`config.mk`:
```
export PLATFORM = sky130hd
export DESIGN_NAME = pmst_ram
export DESIGN_NICKNAME = d
export VERILOG_FILES = /design/src/hdl/pmst_ram.sv
export SDC_FILE = /design/constraint.sdc
export NUM_CORES = 1
export LEC_CHECK = 0
export BUFFER_PORTS_ARGS = -buffer_cell sky130_fd_sc_hd__buf_2
export CORE_UTILIZATION = 45
export CTS_CLUSTER_DIAMETER = 50
export CTS_CLUSTER_SIZE = 16
export DETAILED_ROUTE_END_ITERATION = 12
export GPL_TIMING_DRIVEN = 0
export PLACE_DENSITY_LB_ADDON = 0.1
export SLEW_MARGIN = 10
export SYNTH_ARGS = -nofsm -noshare
export SYNTH_HDL_FRONTEND = slang
export SYNTH_SLANG_ARGS = --single-unit
```
`constraint.sdc`:
```
create_clock -name clk_i -period 2.5 [get_ports clk_i]
set_clock_uncertainty 0.1 [all_clocks]
set_input_delay 0.375 -clock clk_i [delete_from_list [all_inputs] [get_ports clk_i]]
set_output_delay 0.375 -clock clk_i [all_outputs]
set_load 0.005 [all_outputs]
```
`src/hdl/pmst_ram.sv`:
```
// Generic single-write, single-read RAM with registered read data.
module pmst_ram #(
  parameter int unsigned WIDTH = 8,
  parameter int unsigned DEPTH = 16
) (
  input  logic                     clk_i,
  input  logic                     we_i,
  input  logic [$clog2(DEPTH)-1:0] waddr_i,
  input  logic [WIDTH-1:0]         wdata_i,
  input  logic                     re_i,
  input  logic [$clog2(DEPTH)-1:0] raddr_i,
  output logic [WIDTH-1:0]         rdata_o
);

  logic [WIDTH-1:0] mem_q [DEPTH];
  logic [WIDTH-1:0] rdata_q;

  // write port
  always_ff @(posedge clk_i) begin
    if (we_i) begin
      mem_q[waddr_i] <= wdata_i;
    end
  end

  // registered read port
  always_ff @(posedge clk_i) begin
    if (re_i) begin
      rdata_q <= mem_q[raddr_i];
    end
  end

  assign rdata_o = rdata_q;

endmodule

```
# Word level (Yosys, flattened, before mapping)
# Memories as Yosys holds them, arrays and structs flattened. A register that Yosys moved wholly into a read port is not among the register bits.
# Index checks and enable logic that the tools add are counted.
[word_totals] mem_bits_rw=128 regBits=0 latchBits=0 romBits=0 memories=1
[memory_table] name="mem_q" words=16 width=8 rd=1 rd_ports_with_merged_regs=1 wr=1 line="15" text="logic [WIDTH-1:0] mem_q [DEPTH];"
[classes] order_cmp=0 muxes=2 div_mod_pow=0 bitwise_logic=0 n_shift=0 n_eq_ne=0 mul=0 add_sub_neg=0 reduce_logical=0
[ops] operator="$mux W1" n=2

# Depth between registers and ports, before layout
[logic_depth] ltp_word=2 mapped_depth=5 ltp_nobuf=3

# Least setup slack after synthesis
# Ideal clock, no wire load.
[synth_timing] kind="input to register" start="input waddr_i[2]" end="memory mem_q[0][0], enable pin" path_slack_ps=532 t_arrival_ps=1485 setup_ps=383 cell_stages=2 cell_sequence="or3b_2 > nor3_1"
[synth_lines] item="start, declared" line="8" text="input logic [$clog2(DEPTH)-1:0] waddr_i,"
[synth_lines] item="end, declared" line="15"
# Straight into the memory's write port.

# Worst setup path after layout
[layout_timing] start="input waddr_i[2]" end="memory mem_q[2][6], enable pin"
# Straight into the memory's write port.

==> summary.md <==
| Metric | Value |
|---|---|
| CTS tree | built |
| Die footprint | 12100 µm² |
| First-pass DRT Iterations | 5 |
| CP Capture Type | register |
| GR Util All Layers | 0.195 |
| Die height | 110 µm |
| Post-Syn Instances | 229 |
| I/O Buffers | 25 |
| P&R area growth vs syn | 15.5% |
| Worst path required time | 2.43 ns |
| Crit path from | waddr_i[2] |
| HPWL after DPL | 6470 µm |
| Max_cap viols | 0 |
| Tmin final | 1.74 ns |
| Worst Path Class, Setup | in2reg |
| Largest family of logic cells by synthesized area | multiplexers |
| Drt first-iter violations | 178 |
| Rows | 38 |
| Starting Density | 0.472 |
| Peak VDD IR | 402 µV |
| Synth top area share | 0.781 |
| Post-Synth Adder-Cell Area | 0 |
| Worst setup SP type | primary input |
| TritonCTS Buffers | 17 |
| Pwr/cell area | 822 nW/µm² |
| DRC | 0 |
| Synth Area in XOR/XNOR | 0 |
| Remaining Overflow, GRT | 0 |
| Sw Share | 0.197 |
| WL final | 10300 µm |
| Post-Syn Area | 5230 µm² |
| H-tree depth | 4 |
| Worst-Margin Slew | 1.12 ns |
| Final Hold Vio Count | 0 |
| Post-synthesis net count | 248 |
| Maximum fanout along the worst path | 8 |
| Relative slew slack | 0.245 |
| Crit path arrival time | 1.67 ns |
| Yosys cell types | 18 |
| Part of the power in registers | 0.520 |
| Gate power share | 0.050 |
| Post-Syn Area per Cell | 22.8 µm² |
| Final Non-Filler Cells | 422 |
| F_max | 0.575 GHz |
| CTS Buffer Depth | 2 |
| Clock network fraction of total power | 0.430 |
| Placed insts | 394 |
| CTS root buf | clkbuf_16 |
| Post-cts sizing count | 0 |
| Die width | 110 µm |
| Clk Latency, worst-skew pair | 0.41 ns |
| Unrepaired setup endpoints after global routing | no |
| Seq cells post-synth | 136 |
| Ranking of synthesized cells by area | edfxtp_1, mux4_2, mux4_1 |
| Yosys warnings | 0 |
| Post-route ant nets | 0 |
| Post-synthesis mux area share | 0.148 |
| Nets@finish | 292 |
| Final core occ | 0.545 |
| DR vias/cell | 5.66 |
| Last weighted congestion value of the routability-driven placer | 0.692 |
| R2R Path Start | mem_q[9][3] |
| Worst-path clk slew | 0.06 ns |
| Post-CTS setup buffer count | 0 |
| Initial antenna violation count | 0 |
| First-pass GRT wire length | 15500 µm |
| Max-slew violations | 0 |
| Vias in the first global route | 2432 |
| N_diodes | 0 |
| Routed via count | 2390 |
| Hold_buf cts | 0 |
| Most frequent cells in the layout | edfxtp_1, buf_2, mux4_2 |
| Setup_tns | 0 ns |
| Most common cell after layout, fill and taps aside | edfxtp_1 |
| Setup Slack @ Placement | 0.240 ns |
| Core area | 11100 µm² |
| Switching power | 0.000977 W |
| CP max stage delay | 0.64 ns |
| Static Leakage | 2.00 nW |
| Seq/Total Area, Yosys | 0.781 |
| Area leader, netlist | edfxtp_1 |
| Largest net degree at the start of global routing | 17 |
| Tightest Hold Check Type | in2reg |
| Post-synthesis simple-gate area fraction | 0.0314 |
| Hold_sp | re_i |
| Layout cell share with drive strength beyond 1 | 0.273 |
| I/O pin cnt | 27 |
| Worst Setup Slack, final | 0.762 ns |
| Routed length per instance | 24.4 µm |
| Pint | 0.00399 W |
| Crit path cell chain | buf_2 > or3b_2 > nor2_1 |
| CTS sink count | 136 |
| Period utilisation layout | 0.695 |
| Slowest-stage cell, CP | nor2_1 |
| Outcome | completed |
| Post-synthesis compound-gate area fraction | 0.0230 |
| Setup violations, final | 0 |
==> Yosys cell counts (all sizes together) <==
library cell,count
edfxtp,136
mux4,32
a22oi,16
nor2,13
nand2,9
buf,7
nor3,4
clkdlybuf4s25,3
nand2b,2
nand3b,2
and2,1
and2b,1
nand3,1
nor2b,1
or3b,1
==> sequential cells by signal, indices dropped and copies added (netlist names) <==
register and cells:
mem_q 128, rdata_o 8
==> worst max-delay path: cells and delay by family <==
| family | cells | cell delay (ns) |
|---|---|---|
| AND/OR/NAND/NOR | 2 | 1.16 |
| buffers and inverters | 1 | 0.13 |
==> kinds of logic (layout without fill, tap and decap cells) <==
group	count (synthesis)	after routing
compound gates	16	16
buf+inv	10	63
flops	136	136
mux	32	32
simple gates	35	35
==> path summary, 6_finish.rpt <==
check | end | cells after the start | slack (ns)
worst max-delay path | mem_q[2][6] | 3 | 0.76
worst min-delay path | rdata_o[3] | 1 | 0.22
worst max register to register | rdata_o[3] | 3 | 0.84
worst min register to register | rdata_o[1] | 3 | 0.67
==> power by group through the flow <==
stage / clock network (W) / registers (W) / logic (W)
finish: 0.00213 / 0.00258 / 0.000247
global route: 0.00227 / 0.00259 / 0.000268
global placement: 0 / 0.00263 / 0.000242
detailed placement: 0 / 0.00263 / 0.000249
CTS: 0.00215 / 0.00258 / 0.000249
floorplan: 0 / 0.00263 / 0.000130
==> layer usage <==
layer	vias to the layer above	track usage	share of wire	wire, µm
met1	1258	0.284	0.49	4990
met4	0	0.0714	0.014	139
met2	56	0.286	0.47	4790
met5	-	0	0	0
li1	1061	-	-	-
met3	15	0.0492	0.035	357
==> final cells by class <==
cell class              instances  area, µm²
fillers                       866       5040
flip-flops and latches        136       4080
multi-input cells              83       1070
clock buffers                  19        433
well taps                     140        175
repair buffers                 25        125
plain buffers                  10       86.3
clock inverters                 9       62.6
==> metrics by stage <==
stage | instance area (µm²) | hold slack [ns] | power, W
2_1_floorplan | 5230 | 0.374 | 0.00276
4_1_cts | 6030 | 0.216 | 0.00499
6_report | 6040 | 0.221 | 0.00496
3_3_place_gp | 5530 | 0.627 | 0.00287
3_5_place_dp | 5530 | 0.640 | 0.00288
5_1_grt | 6040 | 0.209 | 0.00512
No activity file was read; power rests on OpenSTA's default activity.
