--- src/hdl/pmst_pkg.sv ---
// Shared types, constants and helpers of the persistent mismatch streak table.
package pmst_pkg;

  // Table geometry
  localparam int unsigned SLOT_COUNT = 256;
  localparam int unsigned IDX_W      = $clog2(SLOT_COUNT);
  localparam int unsigned CNT_W      = $clog2(SLOT_COUNT + 1);

  // Field widths
  localparam int unsigned FRAME_W    = 32;
  localparam int unsigned XY_W       = 7;
  localparam int unsigned ENTRY_W    = 16;
  localparam int unsigned STREAK_W   = 16;
  localparam int unsigned KEY_W      = 1 + 2 * XY_W;
  localparam int unsigned SLOT_OUT_W = 8;

  localparam logic [STREAK_W-1:0] STREAK_MAX = '1;
  localparam logic [STREAK_W-1:0] STREAK_ONE = STREAK_W'(1);
  localparam logic [STREAK_W-1:0] THR_RESET  = STREAK_W'(30);

  // Configuration port
  localparam int unsigned APB_ADDR_W = 3;
  localparam int unsigned APB_DATA_W = 32;
  localparam logic        REG_THR    = 1'b0;  // register index, paddr[2]

  // One slot as stored in the table memory
  typedef struct packed {
    logic [KEY_W-1:0]    key;
    logic [STREAK_W-1:0] streak;
    logic [FRAME_W-1:0]  last_frame;
    logic [ENTRY_W-1:0]  expected;
    logic [ENTRY_W-1:0]  actual;
    logic                reported;
  } slot_entry_t;

  localparam int unsigned SLOT_W = $bits(slot_entry_t);

  // Memory access request from the sequencer
  typedef struct packed {
    logic             rd_en;
    logic [IDX_W-1:0] rd_addr;
    logic             wr_en;
    logic [IDX_W-1:0] wr_addr;
  } mem_req_t;

  typedef enum logic {
    ST_IDLE,
    ST_SCAN
  } ctrl_state_e;

  // Slot index as reported: low bits, zero extended when the table is small
  function automatic logic [SLOT_OUT_W-1:0] slot_out(input logic [IDX_W-1:0] idx);
    logic [31:0] wide;
    wide = 32'(idx);
    return wide[SLOT_OUT_W-1:0];
  endfunction

endpackage

--- src/hdl/pmst_ctrl.sv ---
// Sequencer: scans the slot memory, updates or allocates a slot, emits the result.
module pmst_ctrl import pmst_pkg::*; (
  input  logic                  clk_i,
  input  logic                  rst_ni,
  input  logic                  start,
  output logic                  busy,
  input  logic [FRAME_W-1:0]    frame_number_i,
  input  logic                  layer_id_i,
  input  logic [XY_W-1:0]       map_x_i,
  input  logic [XY_W-1:0]       map_y_i,
  input  logic [ENTRY_W-1:0]    expected_entry_i,
  input  logic [ENTRY_W-1:0]    actual_entry_i,
  input  logic [STREAK_W-1:0]   thr_i,
  output mem_req_t              mem_req_o,
  output slot_entry_t           mem_wdata_o,
  input  slot_entry_t           mem_rdata_i,
  output logic                  done_o,
  output logic                  persistent_report_o,
  output logic [STREAK_W-1:0]   streak_length_o,
  output logic [SLOT_OUT_W-1:0] slot_number_o,
  output logic                  event_dropped_o
);

  ctrl_state_e state_q, state_d;

  // scan bookkeeping
  logic [CNT_W-1:0] fill_q, fill_d;
  logic [CNT_W-1:0] rd_idx_q, rd_idx_d;
  logic             chk_vld_q, chk_vld_d;
  logic [IDX_W-1:0] chk_idx_q, chk_idx_d;

  // captured beat
  logic [FRAME_W-1:0] frame_q;
  logic [KEY_W-1:0]   key_q;
  logic [ENTRY_W-1:0] exp_q, act_q;

  // result registers
  logic                  done_q, done_d;
  logic                  rep_q, rep_d;
  logic [STREAK_W-1:0]   streak_q, streak_d;
  logic [SLOT_OUT_W-1:0] slot_q, slot_d;
  logic                  drop_q, drop_d;

  logic                accept;
  logic                hit, scan_end;
  logic                consec;
  logic [STREAK_W-1:0] new_streak;
  logic                old_rep, report;

  assign accept = start && (state_q == ST_IDLE);
  assign busy   = (state_q != ST_IDLE);

  // hit update arithmetic on the slot just read
  assign hit      = chk_vld_q && (mem_rdata_i.key == key_q);
  assign scan_end = (rd_idx_q == fill_q);
  assign consec   = (mem_rdata_i.last_frame == (frame_q - FRAME_W'(1)));

  always_comb begin
    if (!consec) begin
      new_streak = STREAK_ONE;
    end else if (mem_rdata_i.streak == STREAK_MAX) begin
      new_streak = STREAK_MAX;
    end else begin
      new_streak = mem_rdata_i.streak + STREAK_ONE;
    end
  end

  assign old_rep = consec && mem_rdata_i.reported;
  assign report  = (new_streak == thr_i) && !old_rep;

  // next state, memory access and result
  always_comb begin
    state_d   = state_q;
    fill_d    = fill_q;
    rd_idx_d  = rd_idx_q;
    chk_vld_d = 1'b0;
    chk_idx_d = chk_idx_q;
    done_d    = 1'b0;
    rep_d     = rep_q;
    streak_d  = streak_q;
    slot_d    = slot_q;
    drop_d    = drop_q;

    mem_req_o.rd_en   = 1'b0;
    mem_req_o.rd_addr = rd_idx_q[IDX_W-1:0];
    mem_req_o.wr_en   = 1'b0;
    mem_req_o.wr_addr = chk_idx_q;

    mem_wdata_o.key        = key_q;
    mem_wdata_o.streak     = new_streak;
    mem_wdata_o.last_frame = frame_q;
    mem_wdata_o.expected   = exp_q;
    mem_wdata_o.actual     = act_q;
    mem_wdata_o.reported   = old_rep || report;

    unique case (state_q)
      ST_IDLE: begin
        if (start) begin
          state_d  = ST_SCAN;
          rd_idx_d = '0;
        end
      end
      ST_SCAN: begin
        // issue the next read while checking the previous one
        if (rd_idx_q < fill_q) begin
          mem_req_o.rd_en = 1'b1;
          rd_idx_d        = rd_idx_q + CNT_W'(1);
          chk_vld_d       = 1'b1;
          chk_idx_d       = rd_idx_q[IDX_W-1:0];
        end
        priority if (hit) begin
          mem_req_o.wr_en = 1'b1;
          state_d         = ST_IDLE;
          chk_vld_d       = 1'b0;
          done_d          = 1'b1;
          rep_d           = report;
          streak_d        = new_streak;
          slot_d          = slot_out(chk_idx_q);
          drop_d          = 1'b0;
        end else if (scan_end) begin
          // key absent: take the next free slot, or drop
          state_d   = ST_IDLE;
          chk_vld_d = 1'b0;
          done_d    = 1'b1;
          rep_d     = 1'b0;
          if (fill_q < CNT_W'(SLOT_COUNT)) begin
            mem_req_o.wr_en        = 1'b1;
            mem_req_o.wr_addr      = fill_q[IDX_W-1:0];
            mem_wdata_o.streak     = STREAK_ONE;
            mem_wdata_o.reported   = 1'b0;
            fill_d                 = fill_q + CNT_W'(1);
            streak_d               = STREAK_ONE;
            slot_d                 = slot_out(fill_q[IDX_W-1:0]);
            drop_d                 = 1'b0;
          end else begin
            streak_d = '0;
            slot_d   = '0;
            drop_d   = 1'b1;
          end
        end else begin
          state_d = ST_SCAN;
        end
      end
      default: state_d = ST_IDLE;
    endcase
  end

  // control state
  always_ff @(posedge clk_i or negedge rst_ni) begin
    if (!rst_ni) begin
      state_q   <= ST_IDLE;
      fill_q    <= '0;
      rd_idx_q  <= '0;
      chk_vld_q <= 1'b0;
      done_q    <= 1'b0;
    end else begin
      state_q   <= state_d;
      fill_q    <= fill_d;
      rd_idx_q  <= rd_idx_d;
      chk_vld_q <= chk_vld_d;
      done_q    <= done_d;
    end
  end

  // payload registers
  always_ff @(posedge clk_i) begin
    chk_idx_q <= chk_idx_d;
    rep_q     <= rep_d;
    streak_q  <= streak_d;
    slot_q    <= slot_d;
    drop_q    <= drop_d;
    if (accept) begin
      frame_q <= frame_number_i;
      key_q   <= {layer_id_i, map_y_i, map_x_i};
      exp_q   <= expected_entry_i;
      act_q   <= actual_entry_i;
    end
  end

  assign done_o              = done_q;
  assign persistent_report_o = rep_q;
  assign streak_length_o     = streak_q;
  assign slot_number_o       = slot_q;
  assign event_dropped_o     = drop_q;

`ifndef SYNTHESIS
  // a result only follows a scan cycle
  a_done_after_scan: assert property (@(posedge clk_i) disable iff (!rst_ni)
    done_q |-> $past(state_q) == ST_SCAN)
    else $error("result without a preceding scan");

  // the fill count never passes the table size
  a_fill_bound: assert property (@(posedge clk_i) disable iff (!rst_ni)
    fill_q <= CNT_W'(SLOT_COUNT))
    else $error("fill count overflow");

  // reads never run past the allocated slots
  a_rd_bound: assert property (@(posedge clk_i) disable iff (!rst_ni)
    rd_idx_q <= fill_q)
    else $error("scan index past fill count");

  // every write back closes the item with a result
  a_write_done: assert property (@(posedge clk_i) disable iff (!rst_ni)
    mem_req_o.wr_en |=> done_q && !drop_q)
    else $error("slot written without a result");

  // a drop only happens on a full table and reports no streak
  a_drop_full: assert property (@(posedge clk_i) disable iff (!rst_ni)
    done_q && drop_q |-> fill_q == CNT_W'(SLOT_COUNT) && streak_q == '0 && !rep_q)
    else $error("drop with free slots left");
`endif

endmodule

--- config.mk ---
export PLATFORM = sky130hd
export DESIGN_NAME = pmst_ctrl
export DESIGN_NICKNAME = d
export VERILOG_FILES = /design/src/hdl/pmst_pkg.sv /design/src/hdl/pmst_ctrl.sv
export SDC_FILE = /design/constraint.sdc
export NUM_CORES = 1
export LEC_CHECK = 0
export BUFFER_PORTS_ARGS = -buffer_cell sky130_fd_sc_hd__buf_2
export CAP_MARGIN = 10
export CORE_MARGIN = 2
export CORE_UTILIZATION = 45
export CTS_CLUSTER_SIZE = 24
export DETAILED_ROUTE_END_ITERATION = 12
export PLACE_DENSITY = 0.78
export SETUP_SLACK_MARGIN = 0.02
export SLEW_MARGIN = 10
export SYNTH_ARGS = -nofsm -noshare
export SYNTH_HDL_FRONTEND = slang
export SYNTH_SLANG_ARGS = --single-unit
--- constraint.sdc ---
create_clock -name clk_i -period 8.7 [get_ports clk_i]
set_clock_uncertainty 0.1 [all_clocks]
set_input_delay 1.305 -clock clk_i [delete_from_list [all_inputs] [get_ports clk_i]]
set_output_delay 1.305 -clock clk_i [all_outputs]
set_load 0.01 [all_outputs]
**After elaboration in Yosys (flattened, before gate mapping)**

Index checks and enable logic that the tools add are counted.

- Register bits after elaboration: 134
- Bits in latches: 0
- Memory bits (writable): 0
- Bits in read-only memories: 0
- Bits of input ports: 194
- Output and inout port bits: 142
- Word-level logic and storage cells: 80
- Memories kept: 0

- Add/subtract/negate cells: 4
- $mul: 0
- Divide/modulo/power cells: 0
- $lt $le $gt $ge: 2
- Equal/unequal tests: 7
- Shift-type cells: 0
- Mux-type cells: 40
- Bitwise gates (word level): 2
- Reduce and logical (&&, ||, !) cells: 11

Operators by type and width:

| kind | count |
|---|---|
| 16-bit two-way mux | 8 |
| 9-bit two-way mux | 5 |
| 32-bit equality test | 1 |
| 8-bit two-way mux | 4 |
| 32-bit by 1-bit subtractor with 32-bit output, second input constant | 1 |
| 1-bit two-way mux | 21 |
| 9-bit by 1-bit adder with 9-bit output, second input constant | 2 |
| 9-bit one-hot mux with 2 select lines | 1 |
| 16-bit by 1-bit adder with 16-bit output, second input constant | 1 |
| 16-bit equality test | 1 |
| 16-bit equality test, second input constant | 1 |
| 15-bit equality test | 1 |
| 9-bit equality test | 1 |
| 9-bit < comparator | 1 |
| 9-bit < comparator, second input constant | 1 |
| 2-bit AND reduction | 3 |
| 1-bit logical AND | 4 |
| 4-bit AND reduction | 1 |
| 2-bit by 1-bit != test with 1-bit output, second input constant | 1 |
| 2-bit != test, second input constant | 1 |
| 1-bit inverter | 2 |
| 1-bit one-hot mux with 2 select lines | 1 |
| 2-bit nonzero test | 1 |
| 1-bit logical NOT | 1 |
| 1-bit logical OR | 1 |

**Longest topological paths before layout**

- Word-level depth: 10
- Mapped depth: 13
- Depth with buffers taken out: 12

**Worst setup path before layout**

OpenSTA, ideal clock, no wires.

- Path kind: input-to-output
- From: input mem_rdata_i[93] (netlist name)
- To: output mem_req_o[8] (netlist name)
- Data arrival time: 3.635 ns
- Data required time: 7.295 ns
- Path slack: 3.660 ns
- Cell stages on the path: 6
- Buffers on the path: 0
- Path through: xnor2_1 -> nand4_1 -> nor4_1 -> nor2_1 -> nor2b_1 -> nor2b_1

RTL lines:

| element | RTL line | source |
|---|---|---|
| start: declaration | pmst_ctrl.sv:16 | `input slot_entry_t mem_rdata_i,` |
| end: declaration | pmst_ctrl.sv:14 | `output mem_req_t mem_req_o,` |

==> qor.csv <==
metric,value,unit
synth cell count leaders,"113 x edfxtp_1, 53 x nor2_1, 50 x xnor2_1, 39 x nand2_1, 25 x nand4_1",
Clk pwr share,0.287,
Synth Register Bits,134,
"Reg clk slew, reported paths",0.06,ns
max cap viols,0,
Final min period,5.59,ns
"Hold Vio Cnt, Final",0,
critical setup path kind,input port to primary output,
synth top area cells,"edfxtp_1 47%, dfrtp_1 7.3%, xnor2_1 6.1%, xor2_1 2.8%, nor2_1 2.8%",
"Hold-fix buffers, CTS",0,
total power,0.00237,W
final worst-path cycle share,0.643,
sequential share of power,0.420,
vias per cell,5.41,
number of post-CTS setup repair buffers,0,
clk_lat worst skew,0.41,ns
mean routed wirelength per cell,17.7,um
Sw Pwr,0.000806,W
drt total wl,20.3,mm
Syn Inst Count,615,
Sw Share,0.340,
clock sinks,134,
DR iter-0 viols,418,
area of the multi-input gates,0.00304,sq mm
Placed Instances,1115,
"non-filler cells, final",1147,
Combinational Power Share,0.293,
Final setup viols,0,
Yosys top cell area share,0.473,
CTS tree,built,
Hold Crit Class,flip-flop to flip-flop,
Pint,0.00156,W
Core ar.,0.0157,sq mm
# nets final,1125,
via count,6202,
I/O pins,336,
ys flop type,edfxtp_1,
fmax,179,MHz
"Arr. time, crit path",4.19,ns
sum of negative setup slack,0,ns
Worst Tran Pin Value,1.01,ns
CP Capture Type,primary output,
sequential area share after synthesis,0.546,
die boundary height,130,um
Slew headroom,0.328,
"Cell Area, Placed",0.00885,sq mm
drt drc,0,
die width,130,um
# resized after CTS,0,
"Endpoint, Worst Hold",fill_q[4],
area grow syn2layout,31.1,%
CTS HTree Levels,4,
vias in the first global route,5845,
global-route wire length before repair,30.1,mm
die area,0.0170,sq mm
top-count cell post-synth,edfxtp_1,
CTS max path bufs,2,
layout cells sized above 1,0.394,
grt ovf,0,
Fill cells,1333,
syn_nets,822,
worst hold path depth,1,
"Max FO, Critical Path",11,
Yosys warnings,0,
"area leader, netlist",edfxtp_1,
Initial Util,0.457,
worst IR drop on VDD,210,uV
total track usage,0.233,
Worst EP required,7.30,ns
Detail Route Antenna Nets,0,
pwr/cell area,252,mW/mm^2
HP Start,fill_q[4],
largest net degree at the start of global routing,81,
FF+latch area,0.00392,sq mm
status,"complete, no violations",
RSZ-0062 raised after global routing,no,
Syn Area/Cell,11.7,sq um
reg2reg start,frame_q[3],
hpwl dp,15.7,mm
Post-synth EDFFs,113,
finished layout cell area,0.00941,sq mm
Worst Reg2Reg Path Length in Cells,9,
placer congestion estimate,0.895,
leakage power,3.87,nW
nature of the critical path startpoint,input port,
asr flop ratio synth,0.157,
antenna violations before repair,1,
CTS root buffer,clkbuf_16,
Post-Synthesis Cell Area,0.00718,sq mm
Port-buffer cells,303,
Yosys cell types,73,
"setup slack, reg-to-reg",4.72,ns
CTS Buf Count,17,
row count,46,
FF-to-FF End,streak_length_o[0],
TritonRoute pass-1 iters,5,
count of pins over their slew limit,0,
-- worst max-delay path by stage --
stage,slack (ns),depth (start not counted),endpoint,from
after floorplan,3.66,6,mem_req_o[8],mem_rdata_i[93]
after global placement,3.18,12,mem_wdata_o[0],mem_rdata_i[65]
after detailed placement,3.12,12,mem_wdata_o[0],mem_rdata_i[65]
after CTS,3.11,12,mem_wdata_o[0],mem_rdata_i[65]
after global routing,2.79,12,mem_wdata_o[0],mem_rdata_i[65]
final,3.11,12,mem_wdata_o[0],mem_rdata_i[65]
-- sequential cells by signal, summed over array words and instances (netlist names) --
| name | cells |
|---|---|
| slot_number_o | 8 |
| exp_q | 16 |
| fill_q | 9 |
| act_q | 16 |
| persistent_report_o | 1 |
| event_dropped_o | 1 |
| streak_length_o | 16 |
| done_o | 1 |
| chk_vld_q | 1 |
| key_q | 15 |
| chk_idx_q | 8 |
| rd_idx_q | 9 |
| busy | 1 |
| frame_q | 32 |
-- power groups by stage --
stage | Combinational (W) | Sequential [W] | Clock (W)
finish | 0.000694 | 0.000997 | 0.000680
CTS | 0.000699 | 0.000997 | 0.000689
global placement | 0.000687 | 0.00100 | 0
floorplan | 0.000377 | 0.00104 | 0
global route | 0.000763 | 0.00102 | 0.000711
detailed placement | 0.000697 | 0.00101 | 0
-- per-layer routing --
layer,wire length [um],part of all wire,GRT usage,vias up
met5,0,0,0,-
met4,341,0.017,0.0797,0
met1,8180,0.40,0.295,2923
li1,-,-,-,2949
met3,1710,0.084,0.0607,28
met2,10000,0.50,0.390,302
-- worst max-delay path: stages --
cell       delay [ns]
buf_2            0.16
ha_1             0.21
nand3_1          0.33
nor4_1           0.47
mux2i_1          0.43
o22ai_1          0.12
a2111oi_0        0.53
nand4_2          0.17
nor2_1           0.12
o21bai_1         0.07
a21oi_1          0.11
buf_2            0.16
-- placed cells by master (no fill, tap or decap), types with 6 or more instances in the layout --
cell type	count
o21a_1	6
nor3b_1	6
inv_1	19
mux2_2	8
o31ai_1	13
xor2_1	23
a31oi_1	6
o21ai_0	16
and4_1	6
and3_1	8
a21oi_1	13
or3_1	13
nor2_1	53
ha_1	13
nand3_1	16
mux2i_1	9
clkbuf_16	17
xnor2_1	50
edfxtp_1	113
or4_1	7
dfrtp_1	21
nor4_1	12
inv_6	6
nor3_1	17
nand4_1	25
nand2_1	39
buf_2	303
-- metrics by stage --
stage	util	hold slack (ns)	worst slack, ns
2_1_floorplan	-	0.361	3.66
3_3_place_gp	0.564	0.401	3.18
5_1_grt	0.599	0.435	2.79
3_5_place_dp	0.564	0.397	3.12
4_1_cts	0.599	0.424	3.11
6_report	0.599	0.425	3.11
-- kinds of logic (layout without fill, tap and decap cells) --
| group | Yosys count | after routing | share of synthesized area |
|---|---|---|---|
| AOI/OAI and AO/OA | 93 | 93 | 0.0919 |
| xor gates and xnor gates | 73 | 73 | 0.0891 |
| adders and majority gates | 14 | 14 | 0.0241 |
| buffers and inverters | 43 | 358 | 0.0312 |
| DFF | 134 | 134 | 0.546 |
| muxes | 17 | 17 | 0.0251 |
| other | 0 | 1 | 0 |
| and+or+nand+nor | 241 | 241 | 0.193 |
-- final cells by class --
| type | instances | share of cell area |
|---|---|---|
| flip-flops and latches | 134 | 0.417 |
| multi-input cells | 438 | 0.323 |
| repair buffers | 307 | 0.164 |
| clock buffers | 18 | 0.0456 |
| well taps | 216 | 0.0287 |
| clock inverters | 13 | 0.0128 |
| inverters | 20 | 0.00811 |
| diodes | 1 | 0.000266 |
(Power assumes the default switching activity.)
