[config.mk]
export PLATFORM = sky130hd
export DESIGN_NAME = pmst_cfg
export DESIGN_NICKNAME = d
export VERILOG_FILES = /design/src/hdl/pmst_pkg.sv /design/src/hdl/pmst_cfg.sv
export SDC_FILE = /design/constraint.sdc
export NUM_CORES = 1
export LEC_CHECK = 0
export BUFFER_PORTS_ARGS = -buffer_cell sky130_fd_sc_hd__buf_2
export CAP_MARGIN = 40
export CORE_MARGIN = 4
export CORE_UTILIZATION = 32
export DETAILED_ROUTE_END_ITERATION = 7
export GPL_ROUTABILITY_DRIVEN = 0
export PLACE_DENSITY = 0.81
export SYNTH_ARGS = -nofsm -noshare
export SYNTH_HDL_FRONTEND = slang
export SYNTH_SLANG_ARGS = --single-unit
[constraint.sdc]
create_clock -name clk_i -period 0.97 [get_ports clk_i]
set_clock_uncertainty 0.2 [all_clocks]
set_input_delay 0.097 -clock clk_i [delete_from_list [all_inputs] [get_ports clk_i]]
set_output_delay 0.097 -clock clk_i [all_outputs]
set_load 0.05 [all_outputs]
[src/hdl/pmst_pkg.sv]
// Shared types, constants and helpers of the persistent mismatch streak table.
package pmst_pkg;

  // Table geometry
  localparam int unsigned SLOT_COUNT = 256;
  localparam int unsigned IDX_W      = $clog2(SLOT_COUNT);
  localparam int unsigned CNT_W      = $clog2(SLOT_COUNT + 1);

  // Field widths
  localparam int unsigned FRAME_W    = 32;
  localparam int unsigned XY_W       = 7;
  localparam int unsigned ENTRY_W    = 16;
  localparam int unsigned STREAK_W   = 16;
  localparam int unsigned KEY_W      = 1 + 2 * XY_W;
  localparam int unsigned SLOT_OUT_W = 8;

  localparam logic [STREAK_W-1:0] STREAK_MAX = '1;
  localparam logic [STREAK_W-1:0] STREAK_ONE = STREAK_W'(1);
  localparam logic [STREAK_W-1:0] THR_RESET  = STREAK_W'(30);

  // Configuration port
  localparam int unsigned APB_ADDR_W = 3;
  localparam int unsigned APB_DATA_W = 32;
  localparam logic        REG_THR    = 1'b0;  // register index, paddr[2]

  // One slot as stored in the table memory
  typedef struct packed {
    logic [KEY_W-1:0]    key;
    logic [STREAK_W-1:0] streak;
    logic [FRAME_W-1:0]  last_frame;
    logic [ENTRY_W-1:0]  expected;
    logic [ENTRY_W-1:0]  actual;
    logic                reported;
  } slot_entry_t;

  localparam int unsigned SLOT_W = $bits(slot_entry_t);

  // Memory access request from the sequencer
  typedef struct packed {
    logic             rd_en;
    logic [IDX_W-1:0] rd_addr;
    logic             wr_en;
    logic [IDX_W-1:0] wr_addr;
  } mem_req_t;

  typedef enum logic {
    ST_IDLE,
    ST_SCAN
  } ctrl_state_e;

  // Slot index as reported: low bits, zero extended when the table is small
  function automatic logic [SLOT_OUT_W-1:0] slot_out(input logic [IDX_W-1:0] idx);
    logic [31:0] wide;
    wide = 32'(idx);
    return wide[SLOT_OUT_W-1:0];
  endfunction

endpackage

[src/hdl/pmst_cfg.sv]
// APB register file holding the streak threshold.
module pmst_cfg import pmst_pkg::*; (
  input  logic                  clk_i,
  input  logic                  rst_ni,
  input  logic                  psel,
  input  logic                  penable,
  input  logic                  pwrite,
  input  logic [APB_ADDR_W-1:0] paddr,
  input  logic [APB_DATA_W-1:0] pwdata,
  output logic [APB_DATA_W-1:0] prdata,
  output logic                  pready,
  output logic [STREAK_W-1:0]   thr_o
);

  logic [STREAK_W-1:0] thr_q, thr_d;
  logic                wr_en;

  // write decode: byte address bits ignored
  assign wr_en = psel && penable && pwrite && (paddr[2] == REG_THR);

  always_comb begin
    thr_d = thr_q;
    if (wr_en) begin
      thr_d = pwdata[STREAK_W-1:0];
    end
  end

  always_ff @(posedge clk_i or negedge rst_ni) begin
    if (!rst_ni) begin
      thr_q <= THR_RESET;
    end else begin
      thr_q <= thr_d;
    end
  end

  // read back
  assign prdata = (paddr[2] == REG_THR) ? APB_DATA_W'(thr_q) : '0;
  assign pready = 1'b1;
  assign thr_o  = thr_q;

endmodule

== Word-level counts from Yosys, hierarchy flattened ==
Index checks and enable logic that the tools add are counted.

* Register bits after elaboration: 16
* Output and inout port bits: 49

* Bitwise logic cells: 1
* Multiplexer cells: 1
* Reductions and logical operators: 3

{| class="wikitable"
|+ Operators with widths
! operator !! number
|-
| $mux W16 || 1
|-
| $logic_and A1 B1 Y1 || 3
|-
| $not A1 Y1 || 1
|}

== Logic depth before layout (Yosys ltp) ==
Gate-level depths: netlist (run 1).

* Word-level depth: 3
* Gate-level depth with buffers: 3
* Depth with buffers taken out: 2

== Least setup slack after synthesis (run 1) ==
No wires, ideal clock.

* Path type: reg2out
* Start: register thr_q[4] (netlist: thr_o[4])
* End: output prdata[4]
* Required time: 0.673 ns
* Buffers on the path: 0
* Stages on the path, launching flop included: 2
* Path slack: -0.772 ns
* Data arrival time: 1.445 ns
* Cells stage by stage: dfstp_2 -> nor2b_1

* Longest elaborated chain between the ends: 1

{| class="wikitable"
|+ RTL lines
! element !! RTL line !! RTL
|-
| from (decl) || pmst_cfg.sv:15 || <nowiki>logic [STREAK_W-1:0] thr_q, thr_d;</nowiki>
|-
| from (signal assigned) || pmst_cfg.sv:32 || <nowiki>thr_q <= thr_d;</nowiki>
|-
| $mux W16 || pmst_cfg.sv:37 || <nowiki>assign prdata = (paddr[2] == REG_THR) ? APB_DATA_W'(thr_q) : '0;</nowiki>
|-
| to (decl) || pmst_cfg.sv:10 || <nowiki>output logic [APB_DATA_W-1:0] prdata,</nowiki>
|}

Every way passes these cells.

== Final worst setup path (run 1) ==
* Start: register thr_q[3] (netlist: thr_o[3])
* End: output prdata[3]

The elaborated chain is that of the path after synthesis.

==> impl_metrics.csv, run 1 <==
group,metric,value,unit
synthesis,synthFlopType,"dfrtp_1",
global_route,grt_pass1_vias,758,
synthesis,synth.cell_area,905,sq um
floorplan,die_width,61.2,um
floorplan,start_util,0.331,
status,failed_checks,"negative hold slack, negative setup slack",
critical_path,arrival,1.14,ns
hold_path,min_path_type,"input pin to flip-flop",
global_route,grt_max_degree,17,
synthesis,synth_edf_count,0,
synthesis,synthTopCellsByCount,"17 x buf_4, 12 x dfrtp_1, 10 x mux2_4, 10 x nor2b_1",
synthesis,synth_area_leader_cell,"dfrtp_1",
sta,maxSlewViolCount,0,
sta,fin_hold_ws,-0.168,ns
place,dp_hpwl,1.69,mm
floorplan,core,2730,sq um
critical_path,worstPathMaxFanout,2,
synthesis,seq_area_frac_synth,0.448,
critical_path,r2r_cells,3,
sta,fin_tns_setup,-10.99,ns
synthesis,syn_inst,70,
pwr,power_leakage,0.900,nW
place,place_inst,155,
critical_path,timing.rr.start,"thr_o[3]$_DFFE_PN1P_",
cells_and_area,area_delta_synth_final,89.8,%
synthesis,avgSynthCellArea,12.9,sq um
pwr,vdd_ir_drop_max,1.49,mV
sta,finalSetupViolCount,48,
floorplan,die_height,61.2,um
synthesis,ys_top_cells_by_area,"dfrtp_1 33%, mux2_4 17%, buf_4 14%",
synthesis,ys_ff_latch,16,
global_route,grt_pass1_wl,3.57,mm
cts,insertion_delay,0.28,ns
cts,cts_tree,"yes",
critical_path,critPathCaptureType,"output pin",
cells_and_area,nets,181,
critical_path,crit_end,"prdata[3]",
critical_path,rrSetupSlack,-0.14,ns
route,drtIter0Drc,3,
critical_path,startpoint_type,"flip-flop",
cts,cts_hold_buf,4,
route,routed_wl,2.34,mm
synthesis,synth_cell_types,11,
cells_and_area,largest_reg_flops,16,
critical_path,path_class,"flip-flop to output pin",
floorplan,io-pin-count,89,
global_route,antenna_found_initial,0,
sta,post-route-min-period,1.43,ns
cts,cts_buffers,3,
hold_path,min_path_cells,2,
cts,cts.sinks,16,
synthesis,ys_async_sr_fraction,1.00,
floorplan,dieArea,3740,sq um
pwr,p_per_area,2220,nW/um^2
critical_path,r2r_end,"thr_o[3]$_DFFE_PN1P_",
critical_path,crit_required,0.67,ns
sta,setup_slack,-0.463,ns
synthesis,synth_most_common_cell,"buf_4",
cells_and_area,fin_area,1720,sq um
route,drt-pass1-iter-count,2,
cts,clkTransAtPathRegs,0.10,ns
global_route,grt_overflow,0,
sta,hold_viol,13,
cells_and_area,diodes,0,
cells_and_area,final_cells,171,
route,wl_per_cell,13.7,um
route,ant_nets,0,
sta,fmax,698,MHz
sta,post-route-period-util,1.48,
route,vias,718,
status,outcome,"complete, but fails checks",
synthesis,yosysWarnings,0,
flow_run,timing.max_cap.violations,0,
route,drc,0,
critical_path,crit_path_start,"thr_o[3]$_DFFE_PN1P_",
cells_and_area,drive_gt1_frac,0.850,
cts,htree_levels,1,
synthesis,synth_top_area_frac,0.332,
floorplan,num_rows,19,
cts,cts_buffer_depth,2,
sta,rsz0062_at_grt,"yes",
place,portBuffers,53,
global_route,track_usage,0.130,
place,place_area,1310,sq um
cts,clockRootBuffer,"clkbuf_4",
route,via_per_inst,4.20,
==> report_power, final <==
| group | leakage [nW] | switching, W | total [W] | internal (W) |
|---|---|---|---|---|
| clock | 0.0210 | 0.000216 | 0.000445 | 0.000228 |
| sequential | 0.173 | 0.000141 | 0.00100 | 0.000863 |
| combinational | 0.706 | 0.00131 | 0.00237 | 0.00105 |
==> per-stage QoR <==
step	power (W)	utilization	worst slack, ns
floorplan	0.00246	-	-0.387
global placement	0.00274	0.480	-0.285
detailed placement	0.00277	0.480	-0.301
CTS	0.00370	0.602	-0.481
global route	0.00398	0.628	-0.504
finish	0.00381	0.628	-0.463
==> cell type report <==
| type | count | area, sq um |
|---|---|---|
| multi-input cells | 50 | 526 |
| clock buffers | 4 | 36.3 |
| well taps | 31 | 38.8 |
| flip-flops and latches | 16 | 420 |
| repair buffers | 70 | 696 |
| fillers | 198 | 1020 |
==> worst max-delay path, stage by stage, from the launching register on <==
cell     delay [ns]
dfstp_2        0.56
and2b_4        0.15
buf_8          0.14
==> routing by layer <==
metal | vias up | share of wire | GRT usage
met5 | - | 0 | 0
met4 | 0 | 0 | 0.00929
met3 | 0 | 0.10 | 0.0545
met2 | 41 | 0.54 | 0.242
met1 | 342 | 0.36 | 0.143
li1 | 335 | - | -
==> logic make-up after synthesis <==
family        after synthesis  share of synthesized area
buf+inv                    19                      0.158
simple gates               17                      0.145
mux                        16                      0.241
flops                      16                      0.448
other cells                 2                    0.00830
==> layout by cell type (no fill, tap or decap) <==
master / Yosys / layout
buf_4: 17 / 2
buf_8: 0 / 9
buf_6: 1 / 32
mux2_4: 10 / 16
buf_2: 0 / 21
dlygate4sd3_1: 0 / 4
conb_1: 2 / 17
and2b_4: 0 / 6
nor2b_4: 0 / 10
clkbuf_8: 0 / 1
dfrtp_2: 0 / 12
buf_12: 0 / 2
dfstp_2: 4 / 4
nand4b_4: 1 / 1
clkbuf_4: 0 / 3
==> how the worst min path moves through the flow <==
| stage | startpoint | to | slack [ns] |
|---|---|---|---|
| 6_report | pwdata[8] | thr_o[8]$_DFFE_PN0P_ | -0.17 |
| 2_1_floorplan | rst_ni | thr_o[0]$_DFFE_PN0P_ | -0.40 |
| 3_5_place_dp | rst_ni | thr_o[0]$_DFFE_PN0P_ | -0.16 |
| 4_1_cts | pwdata[7] | thr_o[7]$_DFFE_PN0P_ | -0.18 |
| 5_1_grt | pwdata[7] | thr_o[7]$_DFFE_PN0P_ | -0.18 |
| 3_3_place_gp | rst_ni | thr_o[5]$_DFFE_PN0P_ | -0.17 |
==> what timing repair did <==
| item | 4_1_cts | 5_1_grt |
|---|---|---|
| pin swaps | 0 | 0 |
| hold endpoints to repair | 32 | 13 |
| gates resized for setup | 71 | 11 |
| buffers inserted | 4 | 4 |
| endpoints found under the setup margin | 45 | 48 |
Power figures use the tool's default switching activity.
==> run 2: changes to the inputs <==
--- a/config.mk
+++ b/config.mk
@@ -8,10 +8,11 @@
 export BUFFER_PORTS_ARGS = -buffer_cell sky130_fd_sc_hd__buf_2
 export CAP_MARGIN = 40
 export CORE_MARGIN = 4
-export CORE_UTILIZATION = 32
+export CORE_UTILIZATION = 33
+export CTS_BUF_LIST = sky130_fd_sc_hd__clkbuf_2
 export DETAILED_ROUTE_END_ITERATION = 7
 export GPL_ROUTABILITY_DRIVEN = 0
-export PLACE_DENSITY = 0.81
+export PLACE_DENSITY = 0.83
 export SYNTH_ARGS = -nofsm -noshare
 export SYNTH_HDL_FRONTEND = slang
 export SYNTH_SLANG_ARGS = --single-unit
==> run 2 against run 1 <==
Effect of this change: the flow still finishes with violations (negative hold slack, negative setup slack); critical path depth unchanged; routed wire length increased by 21%; sequential power about the same; highest routed layer unchanged; largest cell class unchanged; critical path type unchanged; count of clock-buffer cells in the layout decreased by 1; total power decreased by 1.2%; worst hold slack got worse by 0.019 ns; clock power decreased by 29%.
==> impl_metrics.csv, run 2 (synthesis results as in run 1) <==
group,metric,value,unit
status,outcome,"complete, but fails checks",
status,failed_checks,"negative hold slack, negative setup slack",
route,drtIter0Drc,6,
global_route,grt_max_degree,17,
cts,cts_buffer_depth,2,
critical_path,r2r_end,"thr_o[15]$_DFFE_PN0P_",
floorplan,core,2540,sq um
floorplan,num_rows,18,
critical_path,startpoint_type,"flip-flop",
floorplan,dieArea,3640,sq um
global_route,grt_overflow,0,
sta,maxSlewViolCount,0,
floorplan,die_width,60.4,um
pwr,vdd_ir_drop_max,1.42,mV
route,vias,738,
cts,cts_tree,"yes",
global_route,grt_pass1_wl,3.92,mm
sta,fin_tns_setup,-12.39,ns
route,drc,0,
floorplan,io-pin-count,89,
route,wl_per_cell,16.1,um
global_route,track_usage,0.149,
hold_path,min_path_type,"input pin to flip-flop",
place,dp_hpwl,1.79,mm
hold_path,min_path_cells,2,
floorplan,die_height,60.4,um
cts,insertion_delay,0.29,ns
sta,hold_viol,9,
sta,post-route-min-period,1.47,ns
pwr,p_per_area,2140,nW/um^2
critical_path,worstPathMaxFanout,2,
sta,finalSetupViolCount,48,
pwr,report.power.total,0.00377,W
cells_and_area,final_common_cell,"buf_6",
cells_and_area,multi_input_area,526,sq um
global_route,busiest_layer,"met2",
hold_path,whs_endpoint,"thr_o[11]$_DFFE_PN0P_",
cts,clkTransAtPathRegs,0.17,ns
cells_and_area,fin_area,1760,sq um
cells_and_area,register_area,420,sq um
cts,clockRootBuffer,"clkbuf_2",
sta,setup_slack,-0.499,ns
global_route,grt_use_met3,0.0532,
cells_and_area,fillers,183,
flow_run,timing.max_cap.violations,0,
place,portBuffers,53,
critical_path,critPathCaptureType,"output pin",
route,via_per_inst,4.22,
cts,cts_buffers,3,
global_route,use_met1,0.145,
cells_and_area,layout_common_cells,"29 x buf_6, 21 x buf_2, 17 x conb_1, 16 x mux2_4",
cells_and_area,largest_reg_flops,16,
cts,cts.sinks,16,
hold_path,hp-start,"pwdata[11]",
route,drt-pass1-iter-count,4,
sta,post-route-period-util,1.51,
place,place_ws,-0.257,ns
cts,htree_levels,1,
route,ant_nets,0,
global_route,antenna_found_initial,0,
cells_and_area,drive_gt1_frac,0.821,
global_route,grt_use_met2,0.289,
cells_and_area,diodes,0,
cells_and_area,nets,186,
critical_path,path_class,"flip-flop to output pin",
critical_path,r2r_cells,3,
critical_path,timing.rr.start,"thr_o[15]$_DFFE_PN0P_",
critical_path,crit_required,0.67,ns
sta,fmax,681,MHz
critical_path,rrSetupSlack,-0.25,ns
place,place_area,1300,sq um
pwr,power_leakage,0.916,nW
floorplan,start_util,0.355,
global_route,grt_pass1_vias,816,
sta,rsz0062_at_grt,"yes",
cells_and_area,area_delta_synth_final,94.2,%
route,routed_wl,2.82,mm
critical_path,arrival,1.17,ns
sta,fin_hold_ws,-0.187,ns
## run 2: cell count changes in the layout (fill, tap and decap cells not counted), sizes merged
cell / previous run / this run
dlygate4sd3: 4 / 8
buf: 66 / 67
clkbuf: 4 / 3
clkinv: 0 / 1
## run 2: layout make-up
class	instances	share of cell area
tap	30	0.0214
clock inverter	1	0.00214
multi-input combinational	50	0.299
timing repair buffer	75	0.429
clock buffer	3	0.00855
sequential	16	0.239
## run 2: stage by stage
stage | utilization | instances
after floorplan | - | 85
after global placement | 0.512 | 153
after detailed placement | 0.512 | 153
after CTS | 0.643 | 167
after global routing | 0.690 | 175
final | 0.690 | 175
## run 2: how the worst max path moves through the flow
stage	start	slack, ns	end
finish	thr_o[3]$_DFFE_PN1P_	-0.50	prdata[3]
global route	thr_o[3]$_DFFE_PN1P_	-0.56	prdata[3]
CTS	thr_o[4]$_DFFE_PN1P_	-0.51	prdata[4]
detailed placement	paddr[2]	-0.26	prdata[4]
global placement	thr_o[2]$_DFFE_PN1P_	-0.24	prdata[2]
floorplan	thr_o[4]$_DFFE_PN1P_	-0.39	prdata[4]
## run 2: power by group
group / internal [W] / leakage (nW) / switching (W)
Sequential: 0.000863 / 0.173 / 0.000144
Clock: 0.0000896 / 0.0140 / 0.000224
Combinational: 0.00110 / 0.729 / 0.00135
Total: 0.00205 / 0.916 / 0.00172
## run 2: timing repair
| action | in CTS | in global routing |
|---|---|---|
| hold buffers | 5 | 3 |
| endpoints found under the hold margin | 32 | 12 |
| gates resized for setup | 71 | 14 |
| setup buffers | 5 | 5 |
| pin swaps | 0 | 0 |
| endpoints found under the setup margin | 44 | 48 |
## run 2: layer usage
layer  vias to the layer above  wire (um)  share of wire
met3                         0        260          0.092
li1                        341          -              -
met1                       355        921           0.33
met5                         -          0              0
met2                        42       1640           0.58
met4                         0          0              0
## run 2: critical path, stage by stage, from the launching register on
cell and delay (ns):
dfstp_2 0.58, and2b_4 0.16, buf_8 0.14
==> run 3: changes to the inputs <==
--- a/config.mk
+++ b/config.mk
@@ -8,11 +8,12 @@
 export BUFFER_PORTS_ARGS = -buffer_cell sky130_fd_sc_hd__buf_2
 export CAP_MARGIN = 40
 export CORE_MARGIN = 4
-export CORE_UTILIZATION = 33
+export CORE_UTILIZATION = 37
 export CTS_BUF_LIST = sky130_fd_sc_hd__clkbuf_2
 export DETAILED_ROUTE_END_ITERATION = 7
 export GPL_ROUTABILITY_DRIVEN = 0
-export PLACE_DENSITY = 0.83
+export PLACE_DENSITY = 0.87
 export SYNTH_ARGS = -nofsm -noshare
 export SYNTH_HDL_FRONTEND = slang
 export SYNTH_SLANG_ARGS = --single-unit
+export TNS_END_PERCENT = 5
==> constraint.sdc (replaced) <==
create_clock -name clk_i -period 1.4 [get_ports clk_i]
set_clock_uncertainty 0.2 [all_clocks]
set_input_delay 0.14 -clock clk_i [delete_from_list [all_inputs] [get_ports clk_i]]
set_output_delay 0.14 -clock clk_i [all_outputs]
set_load 0.05 [all_outputs]
==> run 3 against run 2 <==
Effect of this change: the flow finishes with violations (negative setup slack); worst hold slack improved by 0.26 ns; utilization shrank 3.4 points; sequential power decreased by 35%; critical path type unchanged; first-iteration DRC count rose to 3.0 times the previous value; routed wire length decreased by 17%; highest routed layer unchanged; flip-flop and latch count stayed put; critical path depth unchanged; via count increased by 0.27%; non-clock buffer count shrank 2; largest cell class unchanged; largest power group unchanged; sequential share of layout area grew 3.2 points; cell area down 15%.
==> impl_metrics.csv, run 3 (synthesis results as in run 1) <==
group,metric,value,unit
status,outcome,"complete, but fails checks",
status,failed_checks,"negative setup slack",
cts,cts_tree,"yes",
critical_path,r2r_end,"thr_o[12]$_DFFE_PN0P_",
route,drtIter0Drc,18,
route,wl_met2,1.22,mm
critical_path,rrSetupSlack,0.41,ns
route,vias,740,
cells_and_area,layout_common_cells,"34 x buf_2, 18 x buf_6, 17 x conb_1, 17 x dlygate4sd3_1, 12 x dfrtp_1",
cts,insertion_delay,0.28,ns
floorplan,die_height,57.4,um
critical_path,worstPathMaxFanout,3,
sta,post-route-min-period,1.50,ns
cells_and_area,drive_gt1_frac,0.629,
floorplan,die_width,57.4,um
cells_and_area,diodes,0,
cts,post_cts_buffers,0,
cts,htree_levels,1,
global_route,grt_pass1_vias,795,
route,drc,0,
critical_path,crit_buf_inv,1,
global_route,antenna_found_initial,0,
critical_path,critPathCaptureType,"output pin",
sta,setup_slack,-0.101,ns
cells_and_area,area_delta_synth_final,65.0,%
global_route,grt_overflow,0,
route,drt-pass1-iter-count,2,
critical_path,arrival,1.16,ns
critical_path,cp.depth,2,
critical_path,cp_top_family,"flip-flops",
floorplan,num_rows,17,
cts,clkTransAtPathRegs,0.15,ns
cells_and_area,final_cells,171,
route,ant_nets,0,
critical_path,crit_required,1.06,ns
global_route,grt_pass1_wl,3.68,mm
route,route.top_layer_used,"met3",
route,met3_length,301,um
pwr,power_leakage,0.805,nW
cts,cts_buffers,3,
sta,fin_hold_ws,0.0760,ns
cells_and_area,final_util,0.656,
critical_path,crit_path_start,"thr_o[4]$_DFFE_PN1P_",
route,wl_met1,824,um
critical_path,r2r_cells,1,
cells_and_area,final_common_cell,"buf_2",
critical_path,crit_end,"prdata[4]",
sta,hold_viol,0,
place,place_inst,150,
critical_path,critPathSlowestCell,"dfstp_2",
floorplan,core,2280,sq um
sta,finalSetupViolCount,5,
sta,fin_tns_setup,-0.391,ns
critical_path,startpoint_type,"flip-flop",
floorplan,dieArea,3300,sq um
pwr,p_per_area,1440,nW/um^2
flow_run,timing.max_cap.violations,0,
place,portBuffers,53,
sta,post-route-period-util,1.07,
cts,cts.sinks,16,
hold_path,min_path_type,"input pin to async pin",
route,wl_per_cell,13.7,um
cts,clockRootBuffer,"clkbuf_2",
critical_path,slowest_delay,0.58,ns
cells_and_area,nets,184,
sta,rsz0062_at_grt,"yes",
place,dp_hpwl,1.57,mm
sta,maxSlewViolCount,0,
pwr,vdd_ir_drop_max,0.954,mV
critical_path,path_cells,"nor2b_4, buf_6",
route,routed_wl,2.34,mm
global_route,grt_max_degree,17,
sta,fmax,666,MHz
route,via_per_inst,4.33,
floorplan,io-pin-count,89,
floorplan,start_util,0.397,
critical_path,path_class,"flip-flop to output pin",
cts,cts_buffer_depth,2,
cells_and_area,largest_reg_flops,16,
pwr,report.power.total,0.00215,W
cells_and_area,fillers,168,
global_route,track_usage,0.144,
critical_path,timing.rr.start,"thr_o[12]$_DFFE_PN0P_",
==> run 3: cell count changes in the layout (fill, tap and decap cells not counted), moves of 8 or more <==
cell,before,now
buf_2,21,34
dfrtp_1,0,12
nor2b_4,10,2
dlygate4sd3_1,8,17
buf_8,12,0
nor2b_2,0,8
buf_6,29,18
dfrtp_2,12,0
==> run 3: layout make-up <==
type / instances / area, sq um / area share
clock inverter: 1 / 3.75 / 0.00251
clock buffer: 3 / 15.0 / 0.0101
tap: 28 / 35.0 / 0.0235
sequential: 16 / 405 / 0.272
timing repair buffer: 73 / 586 / 0.392
multi-input combinational: 50 / 448 / 0.300
==> run 3: metal layers <==
metal	vias up	global-route usage
met5	-	0
met2	53	0.266
met4	0	0.0497
met1	347	0.152
met3	0	0.0475
li1	340	-
==> run 3: how the worst min path moves through the flow <==
stage               startpoint                    to  slack [ns]  depth (start not counted)
floorplan               rst_ni  thr_o[0]$_DFFE_PN0P_       -0.36                          0
global placement        rst_ni  thr_o[9]$_DFFE_PN0P_       -0.13                          1
detailed placement      rst_ni  thr_o[9]$_DFFE_PN0P_       -0.13                          1
CTS                     rst_ni  thr_o[9]$_DFFE_PN0P_        0.06                          2
global route            rst_ni  thr_o[9]$_DFFE_PN0P_        0.09                          2
finish                  rst_ni  thr_o[9]$_DFFE_PN0P_        0.08                          2
==> run 3: power breakdown <==
| part | internal [W] | switching, W |
|---|---|---|
| Sequential | 0.000583 | 0.0000751 |
| Combinational | 0.000432 | 0.000857 |
| Clock | 0.0000621 | 0.000138 |
| Total | 0.00108 | 0.00107 |
==> run 3: what timing repair did <==
item | CTS | global route
resized for setup | 33 | 6
hold endpoints to repair | 32 | 0
hold buffers | 17 | 0
endpoints found under the setup margin | 20 | 20
==> run 3: through the flow <==
| stage | worst slack, ns | cell area (sq um) |
|---|---|---|
| 4_1_cts | -0.113 | 1470 |
| 2_1_floorplan | -0.120 | 991 |
| 5_1_grt | -0.155 | 1490 |
| 6_report | -0.101 | 1490 |
| 3_3_place_gp | 0.138 | 1180 |
| 3_5_place_dp | 0.117 | 1180 |
